### src/sv/shs_pkg.sv
// ----------------------------------------------------------------------------
// shs_pkg: SuperFastHash stream package
// Field widths, length mask and the mixing functions of the hash.
// ----------------------------------------------------------------------------
package shs_pkg;

  // Item field widths
  localparam int WORD_W   = 32;
  localparam int NBYTES_W = 3;
  localparam int MLEN_W   = 16;
  localparam int HASH_W   = 31;

  // Low bits of the length field that seed the hash (1 to 32)
  localparam int LENGTH_BITS = 16;
  localparam logic [31:0] LEN_MASK = 32'((64'd1 << LENGTH_BITS) - 64'd1);

  // Valid byte counts of a last item
  localparam logic [NBYTES_W-1:0] NB_NONE  = 3'd0;
  localparam logic [NBYTES_W-1:0] NB_ONE   = 3'd1;
  localparam logic [NBYTES_W-1:0] NB_TWO   = 3'd2;
  localparam logic [NBYTES_W-1:0] NB_THREE = 3'd3;

  // Byte sign extension, as the C code does on char
  function automatic logic [31:0] sext8(input logic [7:0] b);
    return {{24{b[7]}}, b};
  endfunction

  // One round over a full 32-bit chunk
  function automatic logic [31:0] full_round(input logic [31:0] h,
                                             input logic [31:0] w);
    logic [31:0] h1;
    logic [31:0] t;
    logic [31:0] h2;
    h1 = h + {16'd0, w[15:0]};
    t  = {5'd0, w[31:16], 11'd0} ^ h1;
    h2 = {h1[15:0], 16'd0} ^ t;
    return h2 + (h2 >> 11);
  endfunction

  // Mixing of a last item: full round, a tail of 1 to 3 bytes, or no change for no bytes
  function automatic logic [31:0] last_mix(input logic [31:0] h,
                                           input logic [31:0] w,
                                           input logic [NBYTES_W-1:0] nb);
    logic [31:0] a;
    logic [31:0] b;
    logic [31:0] r;
    a = '0;
    b = '0;
    r = h;
    unique case (nb)
      NB_NONE: begin
        r = h;
      end
      NB_ONE: begin
        a = h + sext8(w[7:0]);
        b = a ^ (a << 10);
        r = b + (b >> 1);
      end
      NB_TWO: begin
        a = h + {16'd0, w[15:0]};
        b = a ^ (a << 11);
        r = b + (b >> 17);
      end
      NB_THREE: begin
        a = h + {16'd0, w[15:0]};
        a = a ^ (a << 16);
        b = a ^ (sext8(w[23:16]) << 18);
        r = b + (b >> 11);
      end
      // four or more bytes: a full round
      default: begin
        r = full_round(h, w);
      end
    endcase
    return r;
  endfunction

  // First half of the avalanche
  function automatic logic [31:0] avalanche_a(input logic [31:0] h);
    logic [31:0] a;
    logic [31:0] b;
    a = h ^ (h << 3);
    b = a + (a >> 5);
    return b ^ (b << 4);
  endfunction

  // Second half of the avalanche
  function automatic logic [31:0] avalanche_b(input logic [31:0] h);
    logic [31:0] a;
    logic [31:0] b;
    a = h + (h >> 17);
    b = a ^ (a << 25);
    return b + (b >> 6);
  endfunction

endpackage

### src/sv/shs_if.sv
// ----------------------------------------------------------------------------
// shs_if: SuperFastHash stream channels
// Valid/ready channels for message chunks and for finished hashes.
// ----------------------------------------------------------------------------

// Message chunk channel
interface shs_in_if;
  logic                          valid;
  logic                          ready;
  logic [shs_pkg::WORD_W-1:0]    data_word;
  logic [shs_pkg::NBYTES_W-1:0]  valid_bytes;
  logic                          last;
  logic [shs_pkg::MLEN_W-1:0]    message_length;

  modport source (output valid, output data_word, output valid_bytes,
                  output last, output message_length, input ready);
  modport sink   (input valid, input data_word, input valid_bytes,
                  input last, input message_length, output ready);
endinterface

// Hash result channel
interface shs_out_if;
  logic                        valid;
  logic                        ready;
  logic [shs_pkg::HASH_W-1:0]  hash_value;

  modport source (output valid, output hash_value, input ready);
  modport sink   (input valid, input hash_value, output ready);
endinterface

### src/sv/superfast_hash_stream.sv
// ----------------------------------------------------------------------------
// superfast_hash_stream: streaming 31-bit SuperFastHash
// Hashes a byte message fed as 32-bit chunks and emits one hash per message.
// ----------------------------------------------------------------------------
// Usage:
//   in_chan carries message chunks, first byte in data_word[7:0]. The first
//   item of a message seeds the hash with message_length; every non-last
//   item must hold four bytes. The item with last set holds 0 to 4 bytes
//   and closes the message. A zero-length message is one last item with
//   length 0 and no bytes.
//   out_chan carries one hash_value per message.
// Timing:
//   One item per cycle unless in_chan.ready is low. The running hash
//   is updated in the cycle of accept; the tail mix and two avalanche
//   halves pass through a three-register pipeline (stage 1, stage 2,
//   output register) before the hash is valid on out_chan.
// Reset:
//   rst empties the pipeline and arms the block for a new message.
// Backpressure:
//   While out_chan stalls, the pipeline fills and then in_chan.ready drops;
//   no hash is lost or repeated.
// ----------------------------------------------------------------------------
module superfast_hash_stream (
  input  logic       clk,
  input  logic       rst,
  shs_in_if.sink     in_chan,
  shs_out_if.source  out_chan
);

  // Message state
  logic        awaiting_first;
  logic [31:0] running_hash;

  // Pipeline registers
  logic        s1_valid;
  logic [31:0] s1_hash;
  logic        s2_valid;
  logic [31:0] s2_hash;
  logic        out_valid;
  logic [shs_pkg::HASH_W-1:0] out_hash;

  // Stage handshakes
  logic out_free;
  logic s2_free;
  logic s1_free;
  logic accept;

  // Hash seen by the incoming item
  logic [31:0] cur_hash;
  logic [31:0] seed;
  logic [31:0] fin_hash;

  assign out_free = !out_valid || out_chan.ready;
  assign s2_free  = !s2_valid || out_free;
  assign s1_free  = !s1_valid || s2_free;
  assign accept   = in_chan.valid && s1_free;

  assign in_chan.ready       = s1_free;
  assign out_chan.valid      = out_valid;
  assign out_chan.hash_value = out_hash;

  // Seed from the length field on a message's first item
  assign seed     = {16'd0, in_chan.message_length} & shs_pkg::LEN_MASK;
  assign cur_hash = awaiting_first ? seed : running_hash;
  assign fin_hash = shs_pkg::avalanche_b(s2_hash);

  // Running hash and message framing
  always_ff @(posedge clk) begin
    if (rst) begin
      awaiting_first <= 1'b1;
      running_hash   <= '0;
    end else if (accept) begin
      if (in_chan.last) begin
        awaiting_first <= 1'b1;
        running_hash   <= '0;
      end else begin
        awaiting_first <= 1'b0;
        running_hash   <= shs_pkg::full_round(cur_hash, in_chan.data_word);
      end
    end
  end

  // Stage 1: tail mix of the last item
  always_ff @(posedge clk) begin
    if (rst) begin
      s1_valid <= 1'b0;
    end else if (s1_free) begin
      s1_valid <= accept && in_chan.last;
    end
  end

  always_ff @(posedge clk) begin
    if (accept && in_chan.last) begin
      s1_hash <= shs_pkg::last_mix(cur_hash, in_chan.data_word, in_chan.valid_bytes);
    end
  end

  // Stage 2: first avalanche half
  always_ff @(posedge clk) begin
    if (rst) begin
      s2_valid <= 1'b0;
    end else if (s2_free) begin
      s2_valid <= s1_valid;
    end
  end

  always_ff @(posedge clk) begin
    if (s2_free && s1_valid) begin
      s2_hash <= shs_pkg::avalanche_a(s1_hash);
    end
  end

  // Output register: second avalanche half, masked to 31 bits
  always_ff @(posedge clk) begin
    if (rst) begin
      out_valid <= 1'b0;
    end else if (out_free) begin
      out_valid <= s2_valid;
    end
  end

  always_ff @(posedge clk) begin
    if (out_free && s2_valid) begin
      out_hash <= fin_hash[shs_pkg::HASH_W-1:0];
    end
  end

endmodule
### src/flat_wrapper.sv
// flat-port wrapper written by rule: the top's interface ports become plain ports
module superfast_hash_stream_flat 
  (clk, rst, in_chan_valid, in_chan_data_word, in_chan_valid_bytes, in_chan_last, in_chan_message_length, in_chan_ready, out_chan_valid, out_chan_hash_value, out_chan_ready);
  shs_in_if in_chan_i ();
  shs_out_if out_chan_i ();
  input  logic clk;
  input  logic rst;
  input wire logic [$bits(in_chan_i.valid)-1:0] in_chan_valid;
  input wire logic [$bits(in_chan_i.data_word)-1:0] in_chan_data_word;
  input wire logic [$bits(in_chan_i.valid_bytes)-1:0] in_chan_valid_bytes;
  input wire logic [$bits(in_chan_i.last)-1:0] in_chan_last;
  input wire logic [$bits(in_chan_i.message_length)-1:0] in_chan_message_length;
  output wire logic [$bits(in_chan_i.ready)-1:0] in_chan_ready;
  output wire logic [$bits(out_chan_i.valid)-1:0] out_chan_valid;
  output wire logic [$bits(out_chan_i.hash_value)-1:0] out_chan_hash_value;
  input wire logic [$bits(out_chan_i.ready)-1:0] out_chan_ready;
  assign in_chan_i.valid = in_chan_valid;
  assign in_chan_i.data_word = in_chan_data_word;
  assign in_chan_i.valid_bytes = in_chan_valid_bytes;
  assign in_chan_i.last = in_chan_last;
  assign in_chan_i.message_length = in_chan_message_length;
  assign in_chan_ready = in_chan_i.ready;
  assign out_chan_valid = out_chan_i.valid;
  assign out_chan_hash_value = out_chan_i.hash_value;
  assign out_chan_i.ready = out_chan_ready;
  superfast_hash_stream u_core (.clk(clk), .rst(rst), .in_chan(in_chan_i), .out_chan(out_chan_i));
endmodule
### config.mk
export PLATFORM = sky130hd
export DESIGN_NAME = superfast_hash_stream_flat
export DESIGN_NICKNAME = d
export VERILOG_FILES = /design/src/sv/shs_pkg.sv /design/src/sv/shs_if.sv /design/src/sv/superfast_hash_stream.sv /design/src/flat_wrapper.sv
export SDC_FILE = /design/constraint.sdc
export NUM_CORES = 1
export LEC_CHECK = 0
export BUFFER_PORTS_ARGS = -buffer_cell sky130_fd_sc_hd__buf_2
export CORE_MARGIN = 2
export CORE_UTILIZATION = 35
export CTS_CLUSTER_DIAMETER = 120
export DETAILED_ROUTE_END_ITERATION = 8
export GPL_ROUTABILITY_DRIVEN = 0
export SETUP_SLACK_MARGIN = 0.15
export SLEW_MARGIN = 0
export SYNTH_ARGS = -nofsm -noshare
export SYNTH_HDL_FRONTEND = slang
export SYNTH_SLANG_ARGS = --single-unit
### constraint.sdc
create_clock -name clk -period 15.6 [get_ports clk]
set_input_delay 1.56 -clock clk [delete_from_list [all_inputs] [get_ports clk]]
set_output_delay 1.56 -clock clk [all_outputs]
set_load 0.05 [all_outputs]
==> results of run 1 <==
final timing paths:
kind / from / depth (start not counted) / slack [ns] / to
worst max-delay path: in_chan_data_word[7] / 21 / 7.49 / u_core.s1_hash[12]
worst min-delay path: u_core.running_hash[2] / 2 / 0.49 / u_core.running_hash[2]
worst min register to register: u_core.running_hash[2] / 2 / 0.49 / u_core.running_hash[2]
worst max register to register: u_core.awaiting_first / 24 / 7.81 / u_core.s1_hash[27]
synthesized netlist by cell type, drive strengths merged, types with 9 or more instances:
master,count
a211oi,40
a21boi,13
a21o,72
a21oi,213
a221oi,10
a22oi,20
a31o,11
a31oi,21
a41oi,9
and2,15
and3,27
buf,19
clkbuf,47
dfxtp,36
edfxtp,95
ha,195
inv,78
mux2,21
mux2i,13
nand2,146
nand2b,37
nand3,57
nand4,21
nor2,195
nor2b,34
nor3,55
nor4,19
o211ai,27
o21a,38
o21ai,108
o21bai,31
o31ai,13
or2,15
or3,16
xnor2,218
xor2,133
stage by stage:
| stage | utilization, % | cells |
|---|---|---|
| CTS | 38.8 | 3013 |
| floorplan | - | 2251 |
| global route | 38.8 | 3013 |
| detailed placement | 37.7 | 2982 |
| global placement | 37.7 | 2982 |
| finish | 38.8 | 3014 |
area by class of cell:
cell class,count,area [µm²]
antenna,1,2.50
clock buffer,19,433
clock inverter,12,135
fill,5216,32100
inverter,80,300
multi-input combinational,1974,14400
sequential,131,3570
tap,688,861
timing repair buffer,109,598
flip-flops by register name (all words and copies together) (netlist names):
name,cells
u_core.s2_valid,1
u_core.out_chan.valid,1
u_core.s2_hash,32
u_core.awaiting_first,1
u_core.running_hash,32
u_core.out_chan.hash_value,31
u_core.s1_hash,32
u_core.s1_valid,1
cell families (layout without fill, tap and decap cells):
group	count (synthesis)	count (layout)	synth area share (%)
AOI/OAI and AO/OA	702	702	25.2
and+or+nand+nor	672	672	18.1
xor gates and xnor gates	358	358	17.7
adders and majority gates	203	203	14.0
buffers and inverters	146	220	3.08
DFF	131	131	19.3
muxes	39	39	2.58
other	0	1	0
worst max-delay path, cell delays in order:
cell	delay (ns)
sky130_fd_sc_hd__buf_2	0.48
sky130_fd_sc_hd__ha_1	0.39
sky130_fd_sc_hd__a21oi_1	0.34
sky130_fd_sc_hd__nand2_1	0.15
sky130_fd_sc_hd__a221oi_2	0.50
sky130_fd_sc_hd__o21ai_0	0.14
sky130_fd_sc_hd__a211oi_1	0.83
sky130_fd_sc_hd__xnor2_1	0.33
sky130_fd_sc_hd__ha_1	0.34
sky130_fd_sc_hd__fa_1	0.47
sky130_fd_sc_hd__a21o_1	0.17
sky130_fd_sc_hd__a21oi_1	0.27
sky130_fd_sc_hd__o21a_1	0.18
sky130_fd_sc_hd__o21ai_0	0.15
sky130_fd_sc_hd__a41o_1	0.32
sky130_fd_sc_hd__o21ai_0	0.24
sky130_fd_sc_hd__nand2b_1	0.09
sky130_fd_sc_hd__a21oi_1	0.20
sky130_fd_sc_hd__xnor2_1	0.09
sky130_fd_sc_hd__a2111oi_0	0.91
sky130_fd_sc_hd__a21oi_1	0.07
routing by layer:
metal | up-vias | track usage (%) | part of all wire, %
met3 | 252 | 2.69 | 7.1
li1 | 8475 | - | -
met1 | 8538 | 28.7 | 38
met2 | 879 | 42.3 | 47
met5 | - | 0 | 0
met4 | 0 | 17.0 | 7.6
==> impl_metrics.ini, run 1 <==
[placed_design]
io_buffer_count = 88
post_dp_area_um2 = 19800
pre_cts_slack_ns = 7.28
place_hpwl_um = 56200

[grt]
grt_start_max_net_pins = 48
grt_overflow_total = 0
grt_first_pass_wirelength_um = 102000
via_count_of_the_first_global_routing_pass = 17523
overall_fraction_of_global_route_tracks_in_use_pct = 24.6
number_of_antenna_violations_at_the_first_check_in_global_routing = 2

[worst_setup_path]
timing.critical_path.required_ns = 15.74
path_class = in2reg
data_arrival_at_the_endpoint_of_the_critical_path_ns = 8.25
critPathLaunchType = primary input
crit_path_max_fanout = 25
end_kind = flop

[floorplanning]
design.die.area_um2 = 54900
fp-row-count = 84
die_w_um = 234
start_util_pct = 35.4
die_height_um = 234
fp.coreArea_um2 = 52400
floorplan.io_pins = 89

[yosys]
synth_warnings = 0
yosysUniqueCellTypes = 102
synthesis.nets = 2510
synth.cell_area_um2 = 18600
synth_enable_flop_cells = 95
yosysSeqAreaShare_pct = 19.3
asyncSetResetFlopFracSynth_pct = 0
synth.area.top_cells = sky130_fd_sc_hd__edfxtp_1, sky130_fd_sc_hd__ha_1, sky130_fd_sc_hd__xnor2_1
post_synth_inst_count = 2251
synth_largest_area_cell = sky130_fd_sc_hd__edfxtp_1
syn_area_per_cell_um2 = 8.24
top_area_cell_type_share_of_the_netlist_area_pct = 15.4
most_used_flip_flop_cell_after_synthesis = sky130_fd_sc_hd__edfxtp_1
postSynthRegisterBits = 131

[clocking]
cts_setup_buffers = 0
clkTransAtPathRegs_ns = 0.06
ctsRootBufferMaster = sky130_fd_sc_hd__clkbuf_16
max-clock-path-buffers = 2
cts_hold_buffers = 0
cts.repair.resized = 0
clock_sink_count = 131
number_of_buffers_inserted_during_clock_tree_synthesis = 17
clkLatencyLatePin_ns = 0.45
tritoncts_clock_tree = built
cts-htree-levels = 4

[timing]
timing_worst_slew_pin_value_ns = 1.15
final_setup_violating_endpoints = 0
grt_setup_unrepaired = false
totalNegativeSetupSlack_ns = 0
clock.fmax_ghz = 0.123
timing.hold.ws_ns = 0.490
finalMaxSlewViolations = 0
final.setup_skew_ns = 0.0148
fin_worst_setup_slack_ns = 7.49
period_needed_ns = 8.11
timing.final.crit_share_pct = 52.0
report.final.hold_viol_count = 0
timing.max_slew.rel_slack_pct = 22.9

[drt]
drt-initial-drc-count = 1760
postRouteAntennaNets = 0
drc = 0
avgViaCountPerCell = 6.02
drtPass1Iterations = 6
detailed_route_wl_um = 68200
drt-wirelength-per-cell_um = 22.6
num_vias = 18144

[flow_run]
cap_viol_max_count = 0

[layout]
areaGrowthSynthToFinish_pct = 9.52
layout_common_cells = sky130_fd_sc_hd__a21oi_1, sky130_fd_sc_hd__xnor2_1, sky130_fd_sc_hd__ha_1
final_nets = 2572
drive_above_1_share_pct = 9.81
final_cell_area_um2 = 20300

[status]
run_status = complete, no violations

[hold_path]
hold_class = reg2reg
Power of run 1 is not shown: default switching activity piles up to over one toggle a cycle in this logic, so the estimate is an artifact.
==> inputs of run 2 (changes only) <==
==> constraint.sdc (replaced) <==
create_clock -name clk -period 7.5 [get_ports clk]
set_input_delay 0.75 -clock clk [delete_from_list [all_inputs] [get_ports clk]]
set_output_delay 0.75 -clock clk [all_outputs]
set_load 0.05 [all_outputs]
==> impl_metrics.ini, run 2 (synthesis results as in run 1) <==
[status]
run_status = complete, no violations

[timing]
finalMaxSlewViolations = 0
totalNegativeSetupSlack_ns = 0
final.setup_skew_ns = 0.0176
timing_worst_slew_pin_value_ns = 1.09
timing.max_slew.rel_slack_pct = 27.2
period_needed_ns = 7.19
final_setup_violating_endpoints = 0
clock.fmax_ghz = 0.139
report.final.hold_viol_count = 0
timing.final.crit_share_pct = 95.9
grt_setup_unrepaired = true
timing.hold.ws_ns = 0.496

[layout]
insertedDiodeCount = 0
areaGrowthSynthToFinish_pct = 10.1
post_layout_utilization_of_the_core_pct = 39.0
layout_commonest_cell = sky130_fd_sc_hd__a21oi_1
largest_registers = u_core.running_hash: 32 flops, u_core.s1_hash: 32 flops, u_core.s2_hash: 32 flops
fillers = 5289
layout_common_cells = sky130_fd_sc_hd__a21oi_1, sky130_fd_sc_hd__xnor2_1, sky130_fd_sc_hd__ha_1
final_nets = 2581
final_cell_area_um2 = 20400
drive_above_1_share_pct = 10.5

[grt]
grt_start_max_net_pins = 48
grt_overflow_total = 0
number_of_antenna_violations_at_the_first_check_in_global_routing = 1
overall_fraction_of_global_route_tracks_in_use_pct = 24.3
grt_util_met2_pct = 41.5
use_met1_pct = 28.4
busiest_layer = met2
grt_first_pass_wirelength_um = 101000
globalRouteMet3Util_pct = 3.55
via_count_of_the_first_global_routing_pass = 17508

[worst_setup_path]
timing.critical_path.required_ns = 7.64
path_class = reg2reg
crit_path_cell_trace = buf_4, mux2_2, ha_1, a21o_1, a21oi_1, o21ai_1, or2_2, a311oi_4, xnor2_1, xnor2_1, ha_1, a21oi_1, o21ai_0, a21oi_1, o21ai_0, a31oi_1, o21ai_1, nand4_1, o211ai_1, a2111oi_1, a31oi_1
critPathLaunchType = flop
end_kind = flop
cp_num_buf_inv = 1
path_common_cell = sky130_fd_sc_hd__a21oi_1
critPathTopFamily = compound AO/OA/AOI/OAI gates
data_arrival_at_the_endpoint_of_the_critical_path_ns = 7.33
max_stage_delay_ns = 0.59
crit_path_max_fanout = 28
crit_path_top_delay_cell = sky130_fd_sc_hd__a2111oi_1

[clocking]
cts_setup_buffers = 0
clock_sink_count = 131
clkLatencyLatePin_ns = 0.44
cts-htree-levels = 4
clkTransAtPathRegs_ns = 0.06
ctsRootBufferMaster = sky130_fd_sc_hd__clkbuf_16
number_of_buffers_inserted_during_clock_tree_synthesis = 17
max-clock-path-buffers = 2
tritoncts_clock_tree = built
cts_hold_buffers = 0

[floorplanning]
fp.coreArea_um2 = 52400
floorplan.io_pins = 89
die_w_um = 234
design.die.area_um2 = 54900
start_util_pct = 35.4
fp-row-count = 84
die_height_um = 234

[flow_run]
cap_viol_max_count = 0

[hold_path]
hold_class = reg2reg

[placed_design]
io_buffer_count = 88
post_dp_area_um2 = 19800
place_hpwl_um = 55600

[drt]
postRouteAntennaNets = 0
drc = 0
drtPass1Iterations = 6
detailed_route_wl_um = 67000
num_vias = 17910
drt-initial-drc-count = 1826
avgViaCountPerCell = 5.92
drt-wirelength-per-cell_um = 22.2
[run 2: repair_timing]
| action | CTS | global route |
|---|---|---|
| gates resized for setup | 1 | 6 |
| endpoints found under the hold margin | 0 | 0 |
| setup endpoints to repair | 1 | 20 |
[run 2: path summary, 6_finish.rpt]
path / from / endpoint / slack [ns] / cells after the start
setup / recovery: u_core.awaiting_first / u_core.s1_hash[27] / 0.31 / 21
hold / removal: u_core.running_hash[5] / u_core.running_hash[5] / 0.50 / 2
setup reg to reg: u_core.awaiting_first / u_core.s1_hash[27] / 0.31 / 21
hold reg to reg: u_core.running_hash[5] / u_core.running_hash[5] / 0.50 / 2
[run 2: cell type report]
| type | count | area, µm² | area share, % |
|---|---|---|---|
| multi-input combinational | 1974 | 14400 | 70.7 |
| sequential | 131 | 3570 | 17.5 |
| tap | 688 | 861 | 4.21 |
| timing repair buffer | 118 | 666 | 3.26 |
| clock buffer | 17 | 425 | 2.08 |
| inverter | 80 | 300 | 1.47 |
| clock inverter | 15 | 168 | 0.820 |
[run 2: tightest hold or removal path: stages (launching register included)]
cell and delay [ns]:
sky130_fd_sc_hd__dfxtp_1 0.33, sky130_fd_sc_hd__a21oi_1 0.06, sky130_fd_sc_hd__nor2_1 0.07
[run 2: per-stage QoR]
stage / setup WS (ns) / std cells
3_5_place_dp: 0.151 / 2991
2_1_floorplan: 0.875 / 2251
3_3_place_gp: 0.319 / 2991
4_1_cts: 0.283 / 3023
5_1_grt: 0.112 / 3023
6_report: 0.310 / 3023
[run 2: layer usage]
metal,part of all wire (%),vias up
met5,0,-
met4,7.1,0
met3,7.6,208
met2,47,831
met1,38,8391
li1,-,8480
Power of run 2 is left out for the same reason.
==> inputs of run 3 (changes only) <==
--- a/config.mk
+++ b/config.mk
@@ -6,11 +6,14 @@
 export NUM_CORES = 1
 export LEC_CHECK = 0
 export BUFFER_PORTS_ARGS = -buffer_cell sky130_fd_sc_hd__buf_2
+export CELL_PAD_IN_SITES_DETAIL_PLACEMENT = 0
+export CELL_PAD_IN_SITES_GLOBAL_PLACEMENT = 2
 export CORE_MARGIN = 2
 export CORE_UTILIZATION = 35
 export CTS_CLUSTER_DIAMETER = 120
 export DETAILED_ROUTE_END_ITERATION = 8
 export GPL_ROUTABILITY_DRIVEN = 0
+export PLACE_DENSITY_LB_ADDON = 0.1
 export SETUP_SLACK_MARGIN = 0.15
 export SLEW_MARGIN = 0
 export SYNTH_ARGS = -nofsm -noshare
==> impl_metrics.ini, run 3 (synthesis results as in run 1) <==
[status]
run_status = complete, no violations

[worst_setup_path]
r2r.worst_path.cells = 24
cp_num_buf_inv = 3
path_common_cell = sky130_fd_sc_hd__o21ai_0
data_arrival_at_the_endpoint_of_the_critical_path_ns = 7.31
timing.reg2reg.setup_slack_ns = 0.35
critPathLaunchType = flop
timing.critical_path.required_ns = 7.66
end_kind = flop
path_class = reg2reg
end_of_the_worst_register_to_register_path = u_core.s1_hash[23]
max_stage_delay_ns = 0.69
critPathTopFamily = compound AO/OA/AOI/OAI gates
crit_path_top_delay_cell = sky130_fd_sc_hd__a221oi_1
crit_path_max_fanout = 14
rr_startpoint = u_core.awaiting_first
crit_path_cell_trace = buf_4, mux2_2, ha_1, a21oi_2, o21ai_0, or3_1, o211ai_2, nor2_1, xnor3_1, xor2_1, inv_2, ha_1, a21o_1, a21o_1, a211oi_1, o21ai_0, a31oi_1, o21ai_0, nand2_1, nor2_1, xor2_1, a221oi_1, buf_4, a21oi_1

[layout]
drive_above_1_share_pct = 11.3
layout_common_cells = sky130_fd_sc_hd__a21oi_1, sky130_fd_sc_hd__xnor2_1, sky130_fd_sc_hd__nor2_1, sky130_fd_sc_hd__ha_1, sky130_fd_sc_hd__nand2_1
final_cell_area_um2 = 20600
final_nets = 2604
layout_commonest_cell = sky130_fd_sc_hd__a21oi_1
largest_registers = u_core.running_hash: 32 flops, u_core.s1_hash: 32 flops, u_core.s2_hash: 32 flops
post_layout_utilization_of_the_core_pct = 39.3
areaGrowthSynthToFinish_pct = 11.1

[hold_path]
hold_path_startpoint = u_core.running_hash[12]
worstHoldEndpoint = u_core.running_hash[12]
whs_path_depth = 2
hold_class = reg2reg

[floorplanning]
fp.coreArea_um2 = 52400
die_height_um = 234
start_util_pct = 35.4
floorplan.io_pins = 89
fp-row-count = 84
die_w_um = 234
design.die.area_um2 = 54900

[clocking]
number_of_buffers_inserted_during_clock_tree_synthesis = 17
max-clock-path-buffers = 2
clock_sink_count = 131
clkLatencyLatePin_ns = 0.46
clkTransAtPathRegs_ns = 0.07
tritoncts_clock_tree = built
cts_hold_buffers = 0
ctsRootBufferMaster = sky130_fd_sc_hd__clkbuf_16
cts-htree-levels = 4

[timing]
final.setup_skew_ns = 0.0256
clock.fmax_ghz = 0.140
period_needed_ns = 7.15
timing_worst_slew_pin_value_ns = 1.14
totalNegativeSetupSlack_ns = 0
timing.final.crit_share_pct = 95.4
report.final.hold_viol_count = 0
final_setup_violating_endpoints = 0
timing.max_slew.rel_slack_pct = 23.7
grt_setup_unrepaired = true
finalMaxSlewViolations = 0

[drt]
postRouteAntennaNets = 0
detailed_route_wl_um = 79500
drc = 0
drt-initial-drc-count = 1481
num_vias = 18087
avgViaCountPerCell = 5.93
drt-wirelength-per-cell_um = 26.1
drtPass1Iterations = 6

[grt]
number_of_antenna_violations_at_the_first_check_in_global_routing = 7
overall_fraction_of_global_route_tracks_in_use_pct = 28.7
grt_start_max_net_pins = 48
via_count_of_the_first_global_routing_pass = 17361
grt_first_pass_wirelength_um = 115000
grt_overflow_total = 0

[placed_design]
io_buffer_count = 88
place_hpwl_um = 66400
post_dp_area_um2 = 20000

[flow_run]
cap_viol_max_count = 0
run 3: area by class of cell:
class / count / area (µm²)
Sequential cell: 131 / 3580
Antenna cell: 2 / 5.00
Multi-Input combinational cell: 1974 / 14400
Inverter: 80 / 300
Timing Repair Buffer: 141 / 838
Tap cell: 688 / 861
Clock buffer: 17 / 425
Clock inverter: 15 / 166
Fill cell: 5434 / 31800
run 3: worst reg2reg max path, stage by stage (launching register included):
cell and delay, ns:
sky130_fd_sc_hd__dfxtp_4 0.49, sky130_fd_sc_hd__buf_4 0.23, sky130_fd_sc_hd__mux2_2 0.46, sky130_fd_sc_hd__ha_1 0.40, sky130_fd_sc_hd__a21oi_2 0.33, sky130_fd_sc_hd__o21ai_0 0.19
sky130_fd_sc_hd__or3_1 0.44, sky130_fd_sc_hd__o211ai_2 0.36, sky130_fd_sc_hd__nor2_1 0.19, sky130_fd_sc_hd__xnor3_1 0.44, sky130_fd_sc_hd__xor2_1 0.37, sky130_fd_sc_hd__inv_2 0.16
sky130_fd_sc_hd__ha_1 0.27, sky130_fd_sc_hd__a21o_1 0.19, sky130_fd_sc_hd__a21o_1 0.18, sky130_fd_sc_hd__a211oi_1 0.21, sky130_fd_sc_hd__o21ai_0 0.16, sky130_fd_sc_hd__a31oi_1 0.22
sky130_fd_sc_hd__o21ai_0 0.22, sky130_fd_sc_hd__nand2_1 0.16, sky130_fd_sc_hd__nor2_1 0.06, sky130_fd_sc_hd__xor2_1 0.17, sky130_fd_sc_hd__a221oi_1 0.69, sky130_fd_sc_hd__buf_4 0.22
sky130_fd_sc_hd__a21oi_1 0.06
run 3: through the flow:
step                      instances  hold slack (ns)  setup slack (ns)
final                          3048            0.495             0.348
after global routing           3046            0.529             0.143
after CTS                      3046            0.499             0.343
after detailed placement       3014            0.484             0.116
after global placement         3014            0.470             0.197
after floorplan                2251            0.452             0.875
run 3: what timing repair did:
item / 4_1_cts / 5_1_grt
gates resized for setup: 1 / 4
setup endpoints to repair: 3 / 9
pin swaps: 0 / 0
buffers inserted: 0 / 0
run 3: per-layer routing:
| metal | wire length (µm) | GRT usage [%] | part of all wire, % |
|---|---|---|---|
| met1 | 33200 | 35.2 | 42 |
| met2 | 36700 | 47.8 | 46 |
| met3 | 4880 | 5.17 | 6.1 |
| met4 | 4710 | 15.0 | 5.9 |
| met5 | 74 | 0 | 0.093 |
run 3: worst max-delay path by stage:
stage	start	slack, ns	endpoint	cells past startpoint
after floorplan	u_core.awaiting_first	0.87	u_core.s1_hash[14]	28
after global placement	u_core.awaiting_first	0.20	u_core.s1_hash[28]	23
after detailed placement	u_core.awaiting_first	0.12	u_core.s1_hash[30]	22
after CTS	u_core.awaiting_first	0.34	u_core.s1_hash[30]	22
after global routing	u_core.awaiting_first	0.14	u_core.s1_hash[23]	22
final	u_core.awaiting_first	0.35	u_core.s1_hash[23]	24
Power of run 3 is left out for the same reason.
